--- config.mk ---
export PLATFORM = sky130hd
export DESIGN_NAME = integer_divider_signed_unsigned
export DESIGN_NICKNAME = d
export VERILOG_FILES = /design/src/rtl/idiv_pkg.sv /design/src/rtl/idiv_ctrl.sv /design/src/rtl/idiv_dp.sv /design/src/rtl/integer_divider_signed_unsigned.sv
export SDC_FILE = /design/constraint.sdc
export NUM_CORES = 1
export LEC_CHECK = 0
export BUFFER_PORTS_ARGS = -buffer_cell sky130_fd_sc_hd__buf_2
export CAP_MARGIN = 20
export CORE_MARGIN = 4
export CORE_UTILIZATION = 59
export CTS_CLUSTER_SIZE = 25
export DETAILED_ROUTE_END_ITERATION = 16
export PLACE_DENSITY = 0.81
export SYNTH_ARGS = -nofsm -noshare
export SYNTH_HDL_FRONTEND = slang
export SYNTH_HIERARCHICAL = 1
export SYNTH_SLANG_ARGS = --single-unit
--- constraint.sdc ---
create_clock -name i_clk -period 3.9 [get_ports i_clk]
set_input_delay 0.78 -clock i_clk [delete_from_list [all_inputs] [get_ports i_clk]]
set_output_delay 0.78 -clock i_clk [all_outputs]
set_load 0.02 [all_outputs]
--- src/rtl/idiv_pkg.sv ---
// Shared types for the integer divider: controller commands and datapath status.
`timescale 1ns / 1ps

package idiv_pkg;

    // Commands from the controller to the datapath.
    typedef struct packed {
        logic load;   // Capture operands and form magnitudes.
        logic step;   // One restoring shift and subtract.
        logic fix;    // Apply signs and special cases, update result registers.
    } t_idiv_cmd;

    // Status from the datapath back to the controller.
    typedef struct packed {
        logic last;   // The current step produces the final quotient bit.
    } t_idiv_sts;

endpackage

--- src/rtl/idiv_ctrl.sv ---
// Controller state machine for the integer divider.
`timescale 1ns / 1ps

module idiv_ctrl (
    input  logic                 i_clk,
    input  logic                 i_rst_n,
    input  logic                 start,
    output logic                 busy,
    output logic                 o_valid,
    output idiv_pkg::t_idiv_cmd  o_cmd,
    input  idiv_pkg::t_idiv_sts  i_sts
);

    localparam logic [1:0] S_IDLE = 2'd0;
    localparam logic [1:0] S_RUN  = 2'd1;
    localparam logic [1:0] S_FIX  = 2'd2;

    logic [1:0] r_state;
    logic [1:0] n_state;
    logic       r_valid;
    logic       w_accept;

    assign busy     = (r_state != S_IDLE);
    assign w_accept = start && !busy;
    assign o_valid  = r_valid;

    assign o_cmd.load = w_accept;
    assign o_cmd.step = (r_state == S_RUN);
    assign o_cmd.fix  = (r_state == S_FIX);

    always_comb begin
        n_state = r_state;
        unique case (r_state)
            S_IDLE: begin
                if (start) begin
                    n_state = S_RUN;
                end
            end
            S_RUN: begin
                if (i_sts.last) begin
                    n_state = S_FIX;
                end
            end
            S_FIX: begin
                n_state = S_IDLE;
            end
            default: begin
                n_state = S_IDLE;
            end
        endcase
    end

    always_ff @(posedge i_clk) begin
        if (!i_rst_n) begin
            r_state <= S_IDLE;
            r_valid <= 1'b0;
        end else begin
            r_state <= n_state;
            r_valid <= (r_state == S_FIX);
        end
    end

    // The result strobe follows the fix-up cycle and nothing else.
    a_valid_after_fix: assert property (@(posedge i_clk) disable iff (!i_rst_n)
        (r_state == S_FIX) |=> o_valid)
        else $error("result strobe missing after fix-up");

    a_valid_only_after_fix: assert property (@(posedge i_clk) disable iff (!i_rst_n)
        o_valid |-> $past(r_state == S_FIX))
        else $error("result strobe without fix-up");

    // An accepted transfer starts the iteration in the next cycle.
    a_accept_runs: assert property (@(posedge i_clk) disable iff (!i_rst_n)
        (start && !busy) |=> (r_state == S_RUN))
        else $error("accepted transfer did not start the divider");

    // The final step always leads into the fix-up cycle.
    a_last_to_fix: assert property (@(posedge i_clk) disable iff (!i_rst_n)
        ((r_state == S_RUN) && i_sts.last) |=> (r_state == S_FIX))
        else $error("final step did not lead to fix-up");

endmodule

--- src/rtl/idiv_dp.sv ---
// Datapath of the integer divider: operand magnitudes, restoring iteration and sign fix-up.
`timescale 1ns / 1ps

module idiv_dp #(
    parameter int WIDTH = 32
) (
    input  logic                 i_clk,
    input  logic                 i_rst_n,
    input  idiv_pkg::t_idiv_cmd  i_cmd,
    output idiv_pkg::t_idiv_sts  o_sts,
    input  logic [WIDTH-1:0]     i_dividend,
    input  logic [WIDTH-1:0]     i_divisor,
    input  logic                 i_signed_mode,
    output logic [WIDTH-1:0]     o_quotient,
    output logic [WIDTH-1:0]     o_remainder,
    output logic                 o_divide_by_zero
);

    localparam int CNT_W = $clog2(WIDTH);

    logic [WIDTH-1:0] r_rem;
    logic [WIDTH-1:0] r_quo;
    logic [WIDTH-1:0] r_div;
    logic             r_a_neg;
    logic             r_q_neg;
    logic             r_dz;
    logic [CNT_W-1:0] r_cnt;

    logic [WIDTH-1:0] r_q_out;
    logic [WIDTH-1:0] r_r_out;
    logic             r_dz_out;

    logic             w_a_neg;
    logic             w_b_neg;
    logic [WIDTH:0]   w_shift;
    logic [WIDTH:0]   w_trial;

    assign w_a_neg = i_signed_mode & i_dividend[WIDTH-1];
    assign w_b_neg = i_signed_mode & i_divisor[WIDTH-1];

    // The partial remainder stays below a nonzero divisor, so the shift fits in WIDTH+1 bits.
    assign w_shift = {r_rem, r_quo[WIDTH-1]};
    assign w_trial = w_shift - {1'b0, r_div};

    assign o_sts.last = (r_cnt == '0);

    always_ff @(posedge i_clk) begin
        if (!i_rst_n) begin
            r_cnt <= '0;
        end else if (i_cmd.load) begin
            r_cnt <= CNT_W'(WIDTH - 1);
        end else if (i_cmd.step && (r_cnt != '0)) begin
            r_cnt <= r_cnt - 1'b1;
        end
    end

    always_ff @(posedge i_clk) begin
        if (i_cmd.load) begin
            r_rem   <= '0;
            r_quo   <= w_a_neg ? (~i_dividend + 1'b1) : i_dividend;
            r_div   <= w_b_neg ? (~i_divisor + 1'b1) : i_divisor;
            r_a_neg <= w_a_neg;
            r_q_neg <= w_a_neg ^ w_b_neg;
            r_dz    <= (i_divisor == '0);
        end else if (i_cmd.step) begin
            if (!w_trial[WIDTH]) begin
                r_rem <= w_trial[WIDTH-1:0];
                r_quo <= {r_quo[WIDTH-2:0], 1'b1};
            end else begin
                r_rem <= w_shift[WIDTH-1:0];
                r_quo <= {r_quo[WIDTH-2:0], 1'b0};
            end
        end
    end

    // With a zero divisor every trial succeeds, leaving the dividend magnitude in the
    // remainder; restoring its sign gives back the dividend.
    always_ff @(posedge i_clk) begin
        if (i_cmd.fix) begin
            r_q_out  <= r_dz ? '1 : (r_q_neg ? (~r_quo + 1'b1) : r_quo);
            r_r_out  <= r_a_neg ? (~r_rem + 1'b1) : r_rem;
            r_dz_out <= r_dz;
        end
    end

    assign o_quotient       = r_q_out;
    assign o_remainder      = r_r_out;
    assign o_divide_by_zero = r_dz_out;

endmodule

--- src/rtl/integer_divider_signed_unsigned.sv ---
// Top level of the signed/unsigned integer divider.
`timescale 1ns / 1ps

// Divides i_dividend by i_divisor at WIDTH bits, unsigned or, with i_signed_mode set, as
// two's complement truncating toward zero with the remainder taking the dividend's sign.
// A transfer is accepted at the rising edge at which start is high and busy is low, and
// that edge also loads the operand magnitudes. WIDTH steps of the single restoring
// shift-and-subtract unit follow, each yielding one quotient bit, then a sign fix-up
// state, and o_valid is high in the cycle after that. Quotient, remainder and
// o_divide_by_zero are valid for exactly the one cycle in which o_valid is high; the
// receiver cannot stall them, so it must take them then. A new transfer may be started in
// that same cycle; none is accepted while one is in progress. A zero divisor sets
// o_divide_by_zero, returns an all-ones quotient and a remainder equal to the dividend.
module integer_divider_signed_unsigned #(
    parameter int WIDTH = 32
) (
    input  logic             i_clk,
    input  logic             i_rst_n,
    input  logic             start,
    output logic             busy,
    input  logic [WIDTH-1:0] i_dividend,
    input  logic [WIDTH-1:0] i_divisor,
    input  logic             i_signed_mode,
    output logic             o_valid,
    output logic [WIDTH-1:0] o_quotient,
    output logic [WIDTH-1:0] o_remainder,
    output logic             o_divide_by_zero
);

    idiv_pkg::t_idiv_cmd w_cmd;
    idiv_pkg::t_idiv_sts w_sts;

    idiv_ctrl u_ctrl (
        .i_clk   (i_clk),
        .i_rst_n (i_rst_n),
        .start   (start),
        .busy    (busy),
        .o_valid (o_valid),
        .o_cmd   (w_cmd),
        .i_sts   (w_sts)
    );

    idiv_dp #(
        .WIDTH (WIDTH)
    ) u_dp (
        .i_clk            (i_clk),
        .i_rst_n          (i_rst_n),
        .i_cmd            (w_cmd),
        .o_sts            (w_sts),
        .i_dividend       (i_dividend),
        .i_divisor        (i_divisor),
        .i_signed_mode    (i_signed_mode),
        .o_quotient       (o_quotient),
        .o_remainder      (o_remainder),
        .o_divide_by_zero (o_divide_by_zero)
    );

endmodule

==> impl_metrics.env <==
export IMPL_gp_congestion=0.960
export IMPL_path_max_fanout=6
export IMPL_detailedRoute_firstIterationViolations=1164
export IMPL_yosys_top_cells_area="edfxtp_1 (37%), dfxtp_1 (7.4%), xnor2_1 (5.9%)"
export IMPL_die_width_um=144
export IMPL_cts_root_buf="clkbuf_16"
export IMPL_die_area_um2=20600
export IMPL_min_path_cells=2
export IMPL_area_delta_synth_final_pct=14.3
export IMPL_port_buffers=134
export IMPL_cp_slowest_stage_delay_ns=0.46
export IMPL_peakVddDrop_v=0.000394
export IMPL_clkTransAtPathRegs_ns=0.07
export IMPL_cts_buffers=17
export IMPL_cp_buffers_inverters=1
export IMPL_dp_final_hpwl_um=19900
export IMPL_synth_edf_count=132
export IMPL_ys_flop_type="edfxtp_1"
export IMPL_worstSetupEndpointType="register"
export IMPL_rsz0062_at_grt="no"
export IMPL_crit_arrival_ns=3.72
export IMPL_cts_sinks=172
export IMPL_final_cells=1521
export IMPL_cts_tree="done"
export IMPL_min_from="u_ctrl/r_state[0]"
export IMPL_post_cts_buffers=0
export IMPL_yosysWarnings=6
export IMPL_path_cells="inv_1 > ha_1 > or2b_2 > or4_4 > or4_4 > or3_4 > or3_4 > o31ai_4 > xor2_1 > nand2_1"
export IMPL_postCtsHoldBufs=0
export IMPL_clock_skew_ns=0.00945
export IMPL_grt_pass1_vias=8149
export IMPL_core_area_um2=18000
export IMPL_num_vias=9277
export IMPL_r2r_start="u_dp/r_quo[0]"
export IMPL_cts_max_level=4
export IMPL_ys_types=75
export IMPL_power_density_nw_per_um2=599
export IMPL_crit_path_start="u_dp/r_quo[0]"
export IMPL_slew_headroom_pct=38.3
export IMPL_hold_end="u_ctrl/r_state[1]"
export IMPL_die_h_um=144
export IMPL_layout_drive_gt1_share_pct=16.6
export IMPL_status="completed"
export IMPL_diodes=0
export IMPL_initial_utilization_pct=60.2
export IMPL_setup_tns_ns=0
export IMPL_postSynth_asyncResetShare_pct=0
export IMPL_cts_resized=0
export IMPL_cp_required_ns=4.06
export IMPL_fillers=1383
export IMPL_drt_total_wl_um=26700
export IMPL_antenna_found_initial=0
export IMPL_grt_pass1_wl_um=41800
export IMPL_synth_avg_cell_area_um2=9.35
export IMPL_leakage_nw=4.85
export IMPL_syn_area_um2=10900
export IMPL_avgViaCountPerCell=6.10
export IMPL_power_share_clock_pct=23.8
export IMPL_row_count=49
export IMPL_comb_power_share_pct=39.8
export IMPL_grt_overflow=0
export IMPL_grtUsageTotal_pct=25.5
export IMPL_pin_count=135
export IMPL_rr_endpoint="u_dp/o_quotient[28]"
export IMPL_crit_type="reg2reg"
export IMPL_wl_per_cell_um=17.5
export IMPL_synth_seq_cells=172
export IMPL_finalWorstPathRequiredPeriod_ns=3.56
export IMPL_max_freq_mhz=281
export IMPL_clockBufferDepth=2
export IMPL_synth_largest_area_cell="edfxtp_1"
export IMPL_hp_class="reg2reg"
export IMPL_internal_power_mw=4.50
export IMPL_ys_seq_area_share_pct=43.9
export IMPL_max_slew_worst_pin_slew_ns=0.925
export IMPL_dp_cells=1488
export IMPL_slew_violations=0
export IMPL_synth_top_area_share_pct=36.5
export IMPL_ys_top_cells_by_count="edfxtp_1 (132), nand2_1 (110), nor2_1 (109), a21oi_1 (91), xnor2_1 (73)"
export IMPL_drv_max_cap_violation_count=0
export IMPL_p_switching_mw=2.93
export IMPL_antenna_left=0
export IMPL_firstDrtPassIters=6
export IMPL_syn_instance_count=1161
export IMPL_swShare_pct=39.5
export IMPL_slowest_stage="or4_4"
export IMPL_setup_viol=0
export IMPL_post_route_period_util_pct=91.3
export IMPL_crit_path_start_kind="register"
export IMPL_pwr_share_seq_pct=36.5
export IMPL_syn_num_nets=1268
export IMPL_clock_latency_ns=0.44
export IMPL_drc=0
export IMPL_cpLargestDelayFamily="simple AND/OR/NAND/NOR gates"
export IMPL_grt_max_degree=118
export IMPL_r2r_slack_ns=0.34
export IMPL_r2r_cells=10
export IMPL_nets=1386
export IMPL_synth_most_common_cell="edfxtp_1"
export IMPL_finalHoldViolations=0
-- placed cells by master (no fill, tap or decap), drive strengths merged, types with 18 or more instances in the layout --
master,n
dfxtp,40
nand3,37
o31ai,28
o21ai,63
inv,70
a21oi,91
nand2,110
nor3,21
xor2,65
buf,154
edfxtp,132
ha,38
nor2,110
xnor2,73
or4,18
-- logic make-up after synthesis --
logic type	count (synthesis)	share of synthesized area, %
buffers and inverters	116	4.28
AND/OR/NAND/NOR	401	18.3
adder cells (fa/ha/maj)	39	4.57
multiplexers	3	0.288
XOR/XNOR	138	11.1
AO/OA/AOI/OAI	292	17.5
flip-flops	172	43.9
-- power groups by stage --
stage,Clock [mW],Sequential [mW],Combinational [mW]
after detailed placement,0,2.73,2.86
after CTS,1.78,2.70,2.89
final,1.77,2.71,2.95
after floorplan,0,2.63,2.14
after global routing,1.86,2.74,3.26
after global placement,0,2.71,2.81
-- area by class of cell --
cell class	count	area (um^2)	area share, %
flip-flops and latches	172	4760	38.4
well taps	229	287	2.31
inverters	61	229	1.85
multi-input cells	873	5650	45.5
clock buffers	17	425	3.43
repair buffers	154	866	6.98
clock inverters	15	190	1.53
-- routing by layer --
layer | vias up | GRT usage [%] | wire length, um | share of wire [%]
met1 | 4283 | 39.1 | 11700 | 44
met3 | 39 | 3.66 | 2710 | 10
met4 | 0 | 6.99 | 478 | 1.8
met5 | - | 0 | 0 | 0
met2 | 480 | 37.9 | 11800 | 44
li1 | 4475 | - | - | -
-- flip-flops by register name, indices dropped and copies added, names as in the netlist --
signal,flops
u_dp/o_quotient,32
u_dp/o_remainder,32
u_dp/r_div,32
u_dp/r_quo,32
u_dp/r_rem,32
u_dp/r_cnt,5
u_ctrl/r_state,2
u_ctrl/o_valid,1
u_dp/o_divide_by_zero,1
u_dp/r_a_neg,1
u_dp/r_dz,1
u_dp/r_q_neg,1
-- worst max-delay path by stage --
stage / endpoint / slack (ns) / cells past startpoint
floorplan: u_dp/o_quotient[28] / 0.68 / 8
global placement: u_dp/r_rem[4] / 0.55 / 11
detailed placement: u_dp/o_quotient[27] / 0.45 / 8
CTS: u_dp/o_quotient[28] / 0.40 / 10
global route: u_dp/r_rem[10] / 0.14 / 11
finish: u_dp/o_quotient[28] / 0.34 / 10
-- worst reg2reg max path, stage by stage, from the launching register on --
cell and delay [ns]:
edfxtp_1 0.44, inv_1 0.11, ha_1 0.18, or2b_2 0.34, or4_4 0.45, or4_4 0.46, or3_4 0.42, or3_4 0.42
o31ai_4 0.21, xor2_1 0.18, nand2_1 0.06
-- stage by stage --
step / total power [mW] / hold WS, ns / setup WS [ns] / cell area, um^2 / util [%]
floorplan: 4.77 / 0.426 / 0.680 / 10900 / -
CTS: 7.37 / 0.538 / 0.403 / 12400 / 68.7
global placement: 5.53 / 0.502 / 0.546 / 11800 / 65.3
detailed placement: 5.60 / 0.534 / 0.451 / 11800 / 65.3
global route: 7.86 / 0.555 / 0.135 / 12400 / 68.8
finish: 7.43 / 0.536 / 0.341 / 12400 / 68.8
No activity file was read; power rests on OpenSTA's default activity.
